### src/sv/pidc_pkg.sv
// pidc_pkg: shared types, constants and saturation helpers for the clamped PID block.
// Used by every module of pid_controller_clamped; depends on nothing else.
package pidc_pkg;

   // Sample, gain and accumulator formats
   localparam int SAMPLE_WIDTH   = 16;
   localparam int GAIN_WIDTH     = 16;
   localparam int GAIN_FRAC_BITS = 8;
   localparam int ACC_WIDTH      = 40;

   // Error and measured difference carry one extra bit
   localparam int DIFF_WIDTH = SAMPLE_WIDTH + 1;
   // Signed product of a zero-extended gain and a difference, with room for negation
   localparam int PROD_WIDTH = GAIN_WIDTH + DIFF_WIDTH + 1;
   // Working width for saturating a product into the accumulator range
   localparam int WORK_WIDTH = ((PROD_WIDTH > ACC_WIDTH) ? PROD_WIDTH : ACC_WIDTH) + 1;

   // Configuration port
   localparam int CSR_DATA_WIDTH  = GAIN_WIDTH;
   localparam int CSR_INDEX_WIDTH = 3;

   localparam logic [CSR_INDEX_WIDTH-1:0] CSR_PROP_GAIN    = 3'd0;
   localparam logic [CSR_INDEX_WIDTH-1:0] CSR_INTEG_GAIN   = 3'd1;
   localparam logic [CSR_INDEX_WIDTH-1:0] CSR_DERIV_GAIN   = 3'd2;
   localparam logic [CSR_INDEX_WIDTH-1:0] CSR_OUT_MIN      = 3'd3;
   localparam logic [CSR_INDEX_WIDTH-1:0] CSR_OUT_MAX      = 3'd4;
   localparam logic [CSR_INDEX_WIDTH-1:0] CSR_CLAMP_ENABLE = 3'd5;
   localparam logic [CSR_INDEX_WIDTH-1:0] CSR_REVERSE      = 3'd6;

   // Signed sample range limits
   localparam logic signed [SAMPLE_WIDTH-1:0] SAMPLE_MAX = {1'b0, {(SAMPLE_WIDTH-1){1'b1}}};
   localparam logic signed [SAMPLE_WIDTH-1:0] SAMPLE_MIN = {1'b1, {(SAMPLE_WIDTH-1){1'b0}}};

   // Accumulator range limits
   localparam logic signed [ACC_WIDTH-1:0] ACC_MAX = {1'b0, {(ACC_WIDTH-1){1'b1}}};
   localparam logic signed [ACC_WIDTH-1:0] ACC_MIN = {1'b1, {(ACC_WIDTH-1){1'b0}}};
   localparam logic signed [WORK_WIDTH-1:0] ACC_MAX_W =
      {{(WORK_WIDTH-ACC_WIDTH+1){1'b0}}, {(ACC_WIDTH-1){1'b1}}};
   localparam logic signed [WORK_WIDTH-1:0] ACC_MIN_W =
      {{(WORK_WIDTH-ACC_WIDTH+1){1'b1}}, {(ACC_WIDTH-1){1'b0}}};

   // Beat payloads
   typedef struct packed {
      logic signed [SAMPLE_WIDTH-1:0] measured;
      logic signed [SAMPLE_WIDTH-1:0] target;
   } pidc_req_type;

   typedef struct packed {
      logic signed [SAMPLE_WIDTH-1:0] drive;
      logic                           saturated;
   } pidc_rsp_type;

   // Configuration register file contents
   typedef struct packed {
      logic [GAIN_WIDTH-1:0]          prop_gain;
      logic [GAIN_WIDTH-1:0]          integ_gain;
      logic [GAIN_WIDTH-1:0]          deriv_gain;
      logic signed [SAMPLE_WIDTH-1:0] out_min;
      logic signed [SAMPLE_WIDTH-1:0] out_max;
      logic                           clamp_enable;
      logic                           reverse;
   } pidc_cfg_type;

   // Pipeline load enables from the top-level flow control
   typedef struct packed {
      logic load_in;
      logic load_mul;
      logic load_out;
   } pidc_adv_type;

   // Saturated accumulator value with its hit flag
   typedef struct packed {
      logic                        sat;
      logic signed [ACC_WIDTH-1:0] val;
   } pidc_acc_sat_type;

   // Clip a product into the accumulator range
   function automatic pidc_acc_sat_type sat_prod(input logic signed [PROD_WIDTH-1:0] p);
      logic signed [WORK_WIDTH-1:0] w;
      pidc_acc_sat_type             r;
      w = {{(WORK_WIDTH-PROD_WIDTH){p[PROD_WIDTH-1]}}, p};
      if (w > ACC_MAX_W) begin
         r.sat = 1'b1;
         r.val = ACC_MAX;
      end else if (w < ACC_MIN_W) begin
         r.sat = 1'b1;
         r.val = ACC_MIN;
      end else begin
         r.sat = 1'b0;
         r.val = w[ACC_WIDTH-1:0];
      end
      return r;
   endfunction

   // Saturating add of two values already in the accumulator range
   function automatic pidc_acc_sat_type acc_add(input logic signed [ACC_WIDTH-1:0] a,
                                                input logic signed [ACC_WIDTH-1:0] b);
      logic [ACC_WIDTH:0] s;
      pidc_acc_sat_type   r;
      s = {a[ACC_WIDTH-1], a} + {b[ACC_WIDTH-1], b};
      r.sat = s[ACC_WIDTH] != s[ACC_WIDTH-1];
      if (r.sat) begin
         r.val = s[ACC_WIDTH] ? ACC_MIN : ACC_MAX;
      end else begin
         r.val = s[ACC_WIDTH-1:0];
      end
      return r;
   endfunction

endpackage

### src/sv/pidc_out_stage.sv
// pidc_out_stage: integral state, total sum, scaling, clamp, reversal and result register.
// Depends on pidc_pkg; fed by pidc_mult_stage.
module pidc_out_stage (
   input  logic                              clock,
   input  logic                              reset,
   input  pidc_pkg::pidc_adv_type            adv,
   input  pidc_pkg::pidc_cfg_type            cfg,
   input  logic signed [pidc_pkg::ACC_WIDTH-1:0]    iprod,
   input  logic signed [pidc_pkg::ACC_WIDTH-1:0]    pprod,
   input  logic signed [pidc_pkg::ACC_WIDTH-1:0]    dprod,
   input  logic signed [pidc_pkg::SAMPLE_WIDTH-1:0] target,
   input  logic                              prod_sat,
   output pidc_pkg::pidc_rsp_type            rsp_data
);
   import pidc_pkg::*;

   // Width after removing the gain fraction, and the wide working width
   localparam int SHIFT_WIDTH = ACC_WIDTH - GAIN_FRAC_BITS;
   localparam int Y_WIDTH     = ((SHIFT_WIDTH > 41) ? SHIFT_WIDTH : 41) + 2;
   localparam logic signed [Y_WIDTH-1:0] WIDE_POS =
      {{(Y_WIDTH-41){1'b0}}, 1'b1, {40{1'b0}}};
   localparam logic signed [Y_WIDTH-1:0] WIDE_NEG = -WIDE_POS;
   localparam logic signed [Y_WIDTH-1:0] SMAX_Y =
      {{(Y_WIDTH-SAMPLE_WIDTH+1){1'b0}}, {(SAMPLE_WIDTH-1){1'b1}}};
   localparam logic signed [Y_WIDTH-1:0] SMIN_Y =
      {{(Y_WIDTH-SAMPLE_WIDTH+1){1'b1}}, {(SAMPLE_WIDTH-1){1'b0}}};

   logic signed [ACC_WIDTH-1:0]    integ_ff;
   pidc_acc_sat_type               iadd;
   pidc_acc_sat_type               padd;
   pidc_acc_sat_type               dadd;
   logic signed [ACC_WIDTH-1:0]    total_shift;
   logic signed [Y_WIDTH-1:0]      y_wide;
   logic signed [Y_WIDTH-1:0]      y_lim;
   logic signed [Y_WIDTH-1:0]      y_off;
   logic signed [Y_WIDTH-1:0]      y_clamp;
   logic signed [Y_WIDTH-1:0]      min_y;
   logic signed [Y_WIDTH-1:0]      max_y;
   logic signed [SAMPLE_WIDTH-1:0] y_sat;
   logic                           out_sat;
   logic signed [SAMPLE_WIDTH-1:0] drive_in;
   logic                           rev_sat;
   pidc_rsp_type                   rsp_in;
   pidc_rsp_type                   rsp_ff;

   // Integral update and the two output adds
   always_comb begin
      iadd = acc_add(integ_ff, iprod);
      padd = acc_add(iadd.val, pprod);
      dadd = acc_add(padd.val, dprod);
   end

   // Floor shift, wide limit and setpoint offset
   always_comb begin
      total_shift = $signed(dadd.val) >>> GAIN_FRAC_BITS;
      y_wide      = {{(Y_WIDTH-SHIFT_WIDTH){total_shift[ACC_WIDTH-1]}},
                     total_shift[SHIFT_WIDTH-1:0]};
      if (y_wide > WIDE_POS) begin
         y_lim = WIDE_POS;
      end else if (y_wide < WIDE_NEG) begin
         y_lim = WIDE_NEG;
      end else begin
         y_lim = y_wide;
      end
      y_off = y_lim + {{(Y_WIDTH-SAMPLE_WIDTH){target[SAMPLE_WIDTH-1]}}, target};
   end

   // Optional clamp, upper bound tested first, then sample range
   always_comb begin
      min_y = {{(Y_WIDTH-SAMPLE_WIDTH){cfg.out_min[SAMPLE_WIDTH-1]}}, cfg.out_min};
      max_y = {{(Y_WIDTH-SAMPLE_WIDTH){cfg.out_max[SAMPLE_WIDTH-1]}}, cfg.out_max};
      y_clamp = y_off;
      if (cfg.clamp_enable) begin
         if (y_off > max_y) begin
            y_clamp = max_y;
         end else if (y_off < min_y) begin
            y_clamp = min_y;
         end
      end
      out_sat = 1'b0;
      if (y_clamp > SMAX_Y) begin
         y_sat   = SAMPLE_MAX;
         out_sat = 1'b1;
      end else if (y_clamp < SMIN_Y) begin
         y_sat   = SAMPLE_MIN;
         out_sat = 1'b1;
      end else begin
         y_sat = y_clamp[SAMPLE_WIDTH-1:0];
      end
   end

   // Optional negation, most negative value maps to most positive
   always_comb begin
      rev_sat  = 1'b0;
      drive_in = y_sat;
      if (cfg.reverse) begin
         if (y_sat == SAMPLE_MIN) begin
            drive_in = SAMPLE_MAX;
            rev_sat  = 1'b1;
         end else begin
            drive_in = -y_sat;
         end
      end
      rsp_in.drive     = drive_in;
      rsp_in.saturated = prod_sat | iadd.sat | padd.sat | dadd.sat | out_sat | rev_sat;
   end

   // Integral state advances with the beat
   always_ff @(posedge clock) begin
      if (reset) begin
         integ_ff <= '0;
      end else if (adv.load_out) begin
         integ_ff <= iadd.val;
      end
   end

   // Result register
   always_ff @(posedge clock) begin
      if (adv.load_out) begin
         rsp_ff <= rsp_in;
      end
   end

   assign rsp_data = rsp_ff;

endmodule

### config.mk
export PLATFORM = sky130hd
export DESIGN_NAME = pidc_out_stage
export DESIGN_NICKNAME = d
export VERILOG_FILES = /design/src/sv/pidc_pkg.sv /design/src/sv/pidc_out_stage.sv
export SDC_FILE = /design/constraint.sdc
export NUM_CORES = 1
export LEC_CHECK = 0
export BUFFER_PORTS_ARGS = -buffer_cell sky130_fd_sc_hd__buf_2
export CAP_MARGIN = 20
export CORE_ASPECT_RATIO = 2
export CORE_MARGIN = 3
export CORE_UTILIZATION = 60
export CTS_CLUSTER_SIZE = 20
export DETAILED_ROUTE_END_ITERATION = 8
export GPL_TIMING_DRIVEN = 0
export PLACE_DENSITY = 0.95
export RECOVER_POWER = 50
export SKIP_CTS_REPAIR_TIMING = 1
export SYNTH_ARGS = -nofsm -noshare
export SYNTH_HDL_FRONTEND = slang
export SYNTH_SLANG_ARGS = --single-unit
### constraint.sdc
create_clock -name clock -period 32 [get_ports clock]
set_clock_uncertainty 0.15 [all_clocks]
set_input_delay 1.6 -clock clock [delete_from_list [all_inputs] [get_ports clock]]
set_output_delay 1.6 -clock clock [all_outputs]
set_load 0.005 [all_outputs]
==> results of run 1 <==
cell type report:
type | instances | area, sq um | area share [%]
well taps | 280 | 350 | 2.27
clock inverters | 5 | 56.3 | 0.366
plain buffers | 61 | 253 | 1.64
multi-input cells | 1681 | 11900 | 77.4
clock buffers | 11 | 243 | 1.58
flip-flops and latches | 57 | 1310 | 8.51
repair buffers | 191 | 941 | 6.11
diodes | 2 | 5.00 | 0.0325
inverters | 87 | 327 | 2.12
critical path: cells and delay by family:
kind                     cells  cell delay (ns)
AO/OA/AOI/OAI               43            13.52
AND/OR/NAND/NOR             17             3.59
buffers and inverters        9             3.10
adder cells (fa/ha/maj)      8             2.88
XOR/XNOR                     3             0.56
cells in the final DEF, fill, tap and decap left out, types with 7 or more instances in the layout:
master                      count
sky130_fd_sc_hd__a211o_1        8
sky130_fd_sc_hd__a211oi_1      16
sky130_fd_sc_hd__a21o_1       100
sky130_fd_sc_hd__a21oi_1      171
sky130_fd_sc_hd__a221oi_1       7
sky130_fd_sc_hd__a31oi_1       28
sky130_fd_sc_hd__and2_1        12
sky130_fd_sc_hd__and3_1        21
sky130_fd_sc_hd__and4_1        13
sky130_fd_sc_hd__buf_2        179
sky130_fd_sc_hd__clkbuf_1      68
sky130_fd_sc_hd__clkbuf_16      9
sky130_fd_sc_hd__dfxtp_1       40
sky130_fd_sc_hd__edfxtp_1      17
sky130_fd_sc_hd__ha_1         245
sky130_fd_sc_hd__inv_1         85
sky130_fd_sc_hd__maj3_1        16
sky130_fd_sc_hd__nand2_1      165
sky130_fd_sc_hd__nand2b_1      24
sky130_fd_sc_hd__nand3_1       55
sky130_fd_sc_hd__nand4_1       32
sky130_fd_sc_hd__nor2_1       155
sky130_fd_sc_hd__nor2b_1       16
sky130_fd_sc_hd__nor3_1        23
sky130_fd_sc_hd__nor4_1        12
sky130_fd_sc_hd__o211a_1        7
sky130_fd_sc_hd__o211ai_1      19
sky130_fd_sc_hd__o21a_1        40
sky130_fd_sc_hd__o21ai_0      192
sky130_fd_sc_hd__o21ai_1        7
sky130_fd_sc_hd__o21bai_1      22
sky130_fd_sc_hd__o22ai_1        7
sky130_fd_sc_hd__or2_2          8
sky130_fd_sc_hd__or3_1          8
sky130_fd_sc_hd__xnor2_1       71
sky130_fd_sc_hd__xor2_1        51
stage by stage:
stage	cells	cell area, sq um	utilization, %	worst slack [ns]
after floorplan	1886	13800	-	13.83
after global placement	2355	15100	66.7	8.28
after detailed placement	2356	15100	66.8	7.87
after CTS	2372	15400	68.1	8.17
after global routing	2373	15400	68.0	5.73
final	2375	15400	68.0	6.77
cells by family after synthesis:
logic type / synth area share [%]
AOI/OAI and AO/OA: 33.6
and+or+nand+nor: 20.6
adders and majority gates: 23.8
buffers and inverters: 4.20
xor gates and xnor gates: 7.73
DFF: 9.49
muxes: 0.598
synth_stat cells, types with 16 or more instances:
master / count
sky130_fd_sc_hd__nand2b_1: 24
sky130_fd_sc_hd__o21bai_1: 22
sky130_fd_sc_hd__nor2b_1: 16
sky130_fd_sc_hd__o21a_1: 40
sky130_fd_sc_hd__maj3_1: 16
sky130_fd_sc_hd__nor3_1: 23
sky130_fd_sc_hd__a211oi_1: 16
sky130_fd_sc_hd__dfxtp_1: 40
sky130_fd_sc_hd__clkbuf_1: 49
sky130_fd_sc_hd__xor2_1: 51
sky130_fd_sc_hd__and3_1: 21
sky130_fd_sc_hd__ha_1: 245
sky130_fd_sc_hd__nand4_1: 32
sky130_fd_sc_hd__edfxtp_1: 17
sky130_fd_sc_hd__a21oi_1: 171
sky130_fd_sc_hd__nor2_1: 155
sky130_fd_sc_hd__nand2_1: 165
sky130_fd_sc_hd__a21o_1: 100
sky130_fd_sc_hd__a31oi_1: 28
sky130_fd_sc_hd__o21ai_0: 191
sky130_fd_sc_hd__o211ai_1: 19
sky130_fd_sc_hd__xnor2_1: 71
sky130_fd_sc_hd__nand3_1: 55
sky130_fd_sc_hd__inv_1: 85
registers in the layout (all words and copies together) (netlist names):
signal,count
rsp_data,17
integ_ff,40
routing by layer:
metal / up-vias / share of wire, %
met2: 887 / 49
met1: 7257 / 31
met4: 0 / 12
li1: 7484 / -
met5: - / 0
met3: 345 / 6.8
final timing paths:
check                                  from           end  slack (ns)  depth (start not counted)
worst max register to register  integ_ff[1]  rsp_data[10]        7.81                         79
worst min-delay path            integ_ff[3]   integ_ff[3]        0.31                          1
worst min register to register  integ_ff[3]   integ_ff[3]        0.31                          1
worst max-delay path               iprod[1]  rsp_data[10]        6.77                         80
==> metrics.txt, run 1 <==
# TYPE chip_impl_metric gauge
chip_impl_info{name="hold_class",value="register to register"} 1
chip_impl_metric{name="worstMarginPinSlew",unit="ns"} 1.74
chip_impl_info{name="crit_slowest_cell",value="sky130_fd_sc_hd__a2111oi_0"} 1
chip_impl_metric{name="dr.pass1.iters",unit=""} 8
chip_impl_metric{name="route.detailed.drc",unit=""} 0
chip_impl_metric{name="detailroute.via_count",unit=""} 16000
chip_impl_metric{name="fp.dieArea",unit="sq um"} 25000
chip_impl_metric{name="grt.total_usage",unit="%"} 39.4
chip_impl_info{name="synth_top_cells_by_area",value="sky130_fd_sc_hd__ha_1, sky130_fd_sc_hd__o21ai_0, sky130_fd_sc_hd__a21oi_1"} 1
chip_impl_metric{name="clockBufferDepth",unit=""} 2
chip_impl_info{name="cts.root.buffer_cell",value="sky130_fd_sc_hd__clkbuf_16"} 1
chip_impl_metric{name="synth.yosys.seq_area_share",unit="%"} 9.49
chip_impl_metric{name="dieHeight",unit="um"} 221
chip_impl_metric{name="total_clock_buffers_created_by_cts",unit=""} 9
chip_impl_metric{name="grt_overflow",unit=""} 0
chip_impl_metric{name="worst-path-max-fanout",unit=""} 10
chip_impl_metric{name="dp_hpwl",unit="um"} 42200
chip_impl_metric{name="hold_slack",unit="ns"} 0.314
chip_impl_metric{name="design.portCount",unit=""} 241
chip_impl_metric{name="rows",unit=""} 78
chip_impl_metric{name="share_of_layout_cells_above_drive_strength_1",unit="%"} 11.8
chip_impl_metric{name="grt_first_pass_wirelength",unit="um"} 77900
chip_impl_metric{name="design.final.nets",unit=""} 2560
chip_impl_metric{name="gr-usage-met2",unit="%"} 71.6
chip_impl_metric{name="post_drt_via_cell_ratio",unit=""} 6.73
chip_impl_metric{name="netlist_instances",unit=""} 1886
chip_impl_metric{name="grt_pass1_vias",unit=""} 16100
chip_impl_metric{name="area.growth.synth_to_final",unit="%"} 11.5
chip_impl_metric{name="synth_warnings",unit=""} 0
chip_impl_metric{name="drv_cap",unit=""} 1
chip_impl_metric{name="yosysUniqueCellTypes",unit=""} 93
chip_impl_metric{name="worst-endpoint-required",unit="ns"} 32.07
chip_impl_info{name="violations",value="max-capacitance violations, max-slew violations"} 1
chip_impl_metric{name="layout_min_cycle_time",unit="ns"} 25.23
chip_impl_metric{name="avgRoutedWirePerCell",unit="um"} 21.6
chip_impl_metric{name="ant_nets",unit=""} 0
chip_impl_metric{name="final_weighted_congestion_of_routability_driven_global_placement",unit=""} 0.984
chip_impl_info{name="rsz0062_at_grt",value="false"} 1
chip_impl_info{name="worst_setup_path_end_kind",value="register"} 1
chip_impl_metric{name="route.final.wire_length",unit="um"} 51300
chip_impl_info{name="synthFlopType",value="sky130_fd_sc_hd__dfxtp_1"} 1
chip_impl_metric{name="finalSetupViolCount",unit=""} 0
chip_impl_info{name="leading_area_contributor_after_synthesis",value="sky130_fd_sc_hd__ha_1"} 1
chip_impl_metric{name="number_of_antenna_violations_at_the_first_check_in_global_routing",unit=""} 1
chip_impl_metric{name="fillerInstances",unit=""} 1925
chip_impl_metric{name="htreeDepth",unit=""} 3
chip_impl_metric{name="maximum_number_of_pins_on_one_net_before_global_route_repair",unit=""} 29
chip_impl_info{name="top_usage_layer",value="met2"} 1
chip_impl_metric{name="clock_network_latency_to_the_later_pin_of_the_worst_skew_pair",unit="ns"} 0.36
chip_impl_info{name="crit_path_start_kind",value="primary input"} 1
chip_impl_metric{name="edff_count_synth",unit=""} 17
chip_impl_info{name="critPathMostFrequentCell",value="sky130_fd_sc_hd__ha_1"} 1
chip_impl_metric{name="synth_area_per_cell",unit="sq um"} 7.33
chip_impl_metric{name="max_slew_margin",unit="%"} -17.0
chip_impl_metric{name="portBuffers",unit=""} 189
chip_impl_metric{name="floorplan.initialDensity",unit="%"} 61.0
chip_impl_metric{name="synth_top_area_share",unit="%"} 22.2
chip_impl_metric{name="synth-async-reset-ratio",unit="%"} 0
chip_impl_metric{name="timing.critical_path.slowest_cell_delay",unit="ns"} 1.28
chip_impl_metric{name="chipWidth",unit="um"} 113
chip_impl_metric{name="detailedRoute.firstIterationViolations",unit=""} 1262
chip_impl_metric{name="syn-num-nets",unit=""} 2358
chip_impl_metric{name="synth_seq_cells",unit=""} 57
chip_impl_metric{name="grt_use_met3",unit="%"} 7.17
chip_impl_metric{name="max_freq",unit="MHz"} 39.6
chip_impl_info{name="run_status",value="complete, but fails checks"} 1
chip_impl_metric{name="clock_input_transition_at_the_sequential_cells_of_the_worst_setup_and_hold_paths",unit="ns"} 0.05
chip_impl_info{name="timing.setup.critical_path_class",value="primary input to register"} 1
chip_impl_metric{name="core_area",unit="sq um"} 22600
chip_impl_metric{name="clock_sinks",unit=""} 57
chip_impl_metric{name="finalSetupTns",unit="ns"} 0
chip_impl_metric{name="crit_arrival",unit="ns"} 25.30
chip_impl_metric{name="syn_area",unit="sq um"} 13800
chip_impl_info{name="cts_tree",value="yes"} 1
chip_impl_metric{name="grtUsageMet1",unit="%"} 34.3
chip_impl_metric{name="final-hold-violation-count",unit=""} 0
chip_impl_metric{name="portion_of_the_clock_cycle_consumed_by_the_worst_path_in_the_final_layout",unit="%"} 78.9
chip_impl_metric{name="drv_slew",unit=""} 10
Power of run 1 is not shown: default switching activity piles up to over one toggle a cycle in this logic, so the estimate is an artifact.
==> inputs of run 2 (changes only) <==
CORE_UTILIZATION = 59   (was 60)
PLACE_DENSITY = 0.94   (was 0.95)
clock period = 26.2 ns   (was 32 ns; I/O delays follow)
==> run 2 against run 1 <==
Compared with the run above: the flow now finishes without violations; critical path depth decreased by 2; sequential share of layout area about the same; worst setup slack got worse by 5.1 ns; cell count unchanged; count of clock-buffer cells in the layout unchanged; flip-flop and latch count unchanged; hold slack got worse by 0.0030 ns; cell area about the same; via count decreased by 0.95%; routed wire length increased by 0.80%; non-clock buffer count increased by 2; die area increased by 1.6%; critical path type unchanged; critical endpoint is now rsp_data[12].
==> metrics.txt, run 2 (same netlist as run 1, synthesis figures left out) <==
# TYPE chip_impl_metric gauge
chip_impl_metric{name="ant_nets",unit=""} 0
chip_impl_metric{name="multiInputGateArea",unit="sq um"} 11900
chip_impl_metric{name="detailroute.via_count",unit=""} 15800
chip_impl_metric{name="clock_sinks",unit=""} 57
chip_impl_metric{name="dp_hpwl",unit="um"} 42900
chip_impl_metric{name="finalSetupTns",unit="ns"} 0
chip_impl_metric{name="rows",unit=""} 78
chip_impl_metric{name="crit_arrival",unit="ns"} 24.63
chip_impl_metric{name="timing.critical_path.slowest_cell_delay",unit="ns"} 0.89
chip_impl_metric{name="drv_slew",unit=""} 0
chip_impl_metric{name="core_area",unit="sq um"} 22800
chip_impl_metric{name="hold_slack",unit="ns"} 0.311
chip_impl_metric{name="fp.dieArea",unit="sq um"} 25400
chip_impl_metric{name="portion_of_the_clock_cycle_consumed_by_the_worst_path_in_the_final_layout",unit="%"} 93.8
chip_impl_metric{name="clock_input_transition_at_the_sequential_cells_of_the_worst_setup_and_hold_paths",unit="ns"} 0.06
chip_impl_metric{name="fillerInstances",unit=""} 2042
chip_impl_info{name="critPathMostFrequentCell",value="sky130_fd_sc_hd__ha_1"} 1
chip_impl_metric{name="drv_cap",unit=""} 0
chip_impl_metric{name="htreeDepth",unit=""} 3
chip_impl_metric{name="share_of_layout_cells_above_drive_strength_1",unit="%"} 11.9
chip_impl_metric{name="final-hold-violation-count",unit=""} 0
chip_impl_metric{name="dr.pass1.iters",unit=""} 7
chip_impl_metric{name="layout_min_cycle_time",unit="ns"} 24.56
chip_impl_info{name="hold_class",value="register to register"} 1
chip_impl_metric{name="grt_overflow",unit=""} 0
chip_impl_metric{name="detailedRoute.firstIterationViolations",unit=""} 1074
chip_impl_metric{name="critical_path_cell_count",unit=""} 78
chip_impl_info{name="top_register",value="integ_ff"} 1
chip_impl_metric{name="worstMarginPinSlew",unit="ns"} 1.09
chip_impl_metric{name="total_clock_buffers_created_by_cts",unit=""} 9
chip_impl_info{name="mostFrequentLayoutCell",value="sky130_fd_sc_hd__ha_1"} 1
chip_impl_metric{name="number_of_antenna_violations_at_the_first_check_in_global_routing",unit=""} 0
chip_impl_metric{name="grt.total_usage",unit="%"} 40.0
chip_impl_metric{name="route.final.wire_length",unit="um"} 51700
chip_impl_metric{name="antenna_cells",unit=""} 0
chip_impl_metric{name="final_weighted_congestion_of_routability_driven_global_placement",unit=""} 1.01
chip_impl_metric{name="avgRoutedWirePerCell",unit="um"} 21.8
chip_impl_metric{name="grt_first_pass_wirelength",unit="um"} 80300
chip_impl_metric{name="area.growth.synth_to_final",unit="%"} 11.6
chip_impl_info{name="run_status",value="complete, no violations"} 1
chip_impl_metric{name="clock_network_latency_to_the_later_pin_of_the_worst_skew_pair",unit="ns"} 0.37
chip_impl_metric{name="grt_pass1_vias",unit=""} 16200
chip_impl_metric{name="max_freq",unit="MHz"} 40.7
chip_impl_metric{name="worst-path-buf-inv",unit=""} 8
chip_impl_metric{name="design.final.nets",unit=""} 2562
chip_impl_metric{name="design.portCount",unit=""} 241
chip_impl_metric{name="floorplan.initialDensity",unit="%"} 60.5
chip_impl_metric{name="dieHeight",unit="um"} 222
chip_impl_metric{name="chipWidth",unit="um"} 114
chip_impl_metric{name="worst-endpoint-required",unit="ns"} 26.27
chip_impl_metric{name="route.detailed.drc",unit=""} 0
chip_impl_metric{name="portBuffers",unit=""} 189
chip_impl_info{name="most_frequent_cells_in_the_layout",value="sky130_fd_sc_hd__ha_1, sky130_fd_sc_hd__o21ai_0, sky130_fd_sc_hd__buf_2"} 1
chip_impl_info{name="cts_tree",value="yes"} 1
chip_impl_metric{name="post_drt_via_cell_ratio",unit=""} 6.66
chip_impl_metric{name="clockBufferDepth",unit=""} 2
chip_impl_info{name="crit_path_start_kind",value="primary input"} 1
chip_impl_info{name="crit_slowest_cell",value="sky130_fd_sc_hd__a2111oi_0"} 1
chip_impl_info{name="timing.setup.critical_path_class",value="primary input to register"} 1
chip_impl_metric{name="min_path_cells",unit=""} 2
chip_impl_info{name="crit_family",value="compound AO/OA/AOI/OAI gates"} 1
chip_impl_metric{name="maximum_number_of_pins_on_one_net_before_global_route_repair",unit=""} 29
chip_impl_metric{name="finalSetupViolCount",unit=""} 0
chip_impl_info{name="worst_setup_path_end_kind",value="register"} 1
chip_impl_info{name="cts.root.buffer_cell",value="sky130_fd_sc_hd__clkbuf_16"} 1
chip_impl_metric{name="worst-path-max-fanout",unit=""} 10
chip_impl_metric{name="number_of_flip_flops_under_the_largest_register_name",unit=""} 40
chip_impl_metric{name="r2r.worst_path.cells",unit=""} 77
chip_impl_metric{name="max_slew_margin",unit="%"} 27.2
chip_impl_info{name="rsz0062_at_grt",value="false"} 1
chip_impl_metric{name="regArea",unit="sq um"} 1310
## run 2: area by class of cell
type                    count  share of cell area, %
plain buffers              61                   1.64
clock inverters             5                  0.365
well taps                 280                   2.27
clock buffers              11                   1.57
multi-input cells        1681                   77.3
inverters                  87                   2.12
flip-flops and latches     57                   8.51
repair buffers            193                   6.18
## run 2: tightest hold or removal path: stages, from the launching register on
cell	delay, ns
sky130_fd_sc_hd__dfxtp_1	0.33
sky130_fd_sc_hd__nand2_1	0.05
sky130_fd_sc_hd__o21ai_0	0.06
## run 2: per-stage QoR
stage | cells | util, % | area (sq um) | setup slack [ns]
floorplan | 1886 | - | 13800 | 8.32
global placement | 2355 | 66.2 | 15100 | 2.49
detailed placement | 2357 | 66.2 | 15100 | 2.49
CTS | 2373 | 67.5 | 15400 | 2.76
global route | 2375 | 67.5 | 15400 | 0.447
finish | 2375 | 67.5 | 15400 | 1.64
## run 2: path summary, 6_finish.rpt
kind          startpoint            to  slack [ns]
min          integ_ff[0]   integ_ff[0]        0.31
max             iprod[1]  rsp_data[12]        1.64
min reg2reg  integ_ff[0]   integ_ff[0]        0.31
max reg2reg  integ_ff[1]  rsp_data[12]        2.40
## run 2: routing by layer
metal | routed length, um | vias up | part of all wire (%) | global-route usage, %
met1 | 16100 | 7223 | 31 | 34.8
met5 | 0 | - | 0 | 0
li1 | - | 7486 | - | -
met2 | 25600 | 768 | 49 | 70.0
met4 | 6620 | 0 | 13 | 41.3
met3 | 3350 | 345 | 6.5 | 9.87
Power of run 2 is left out for the same reason.
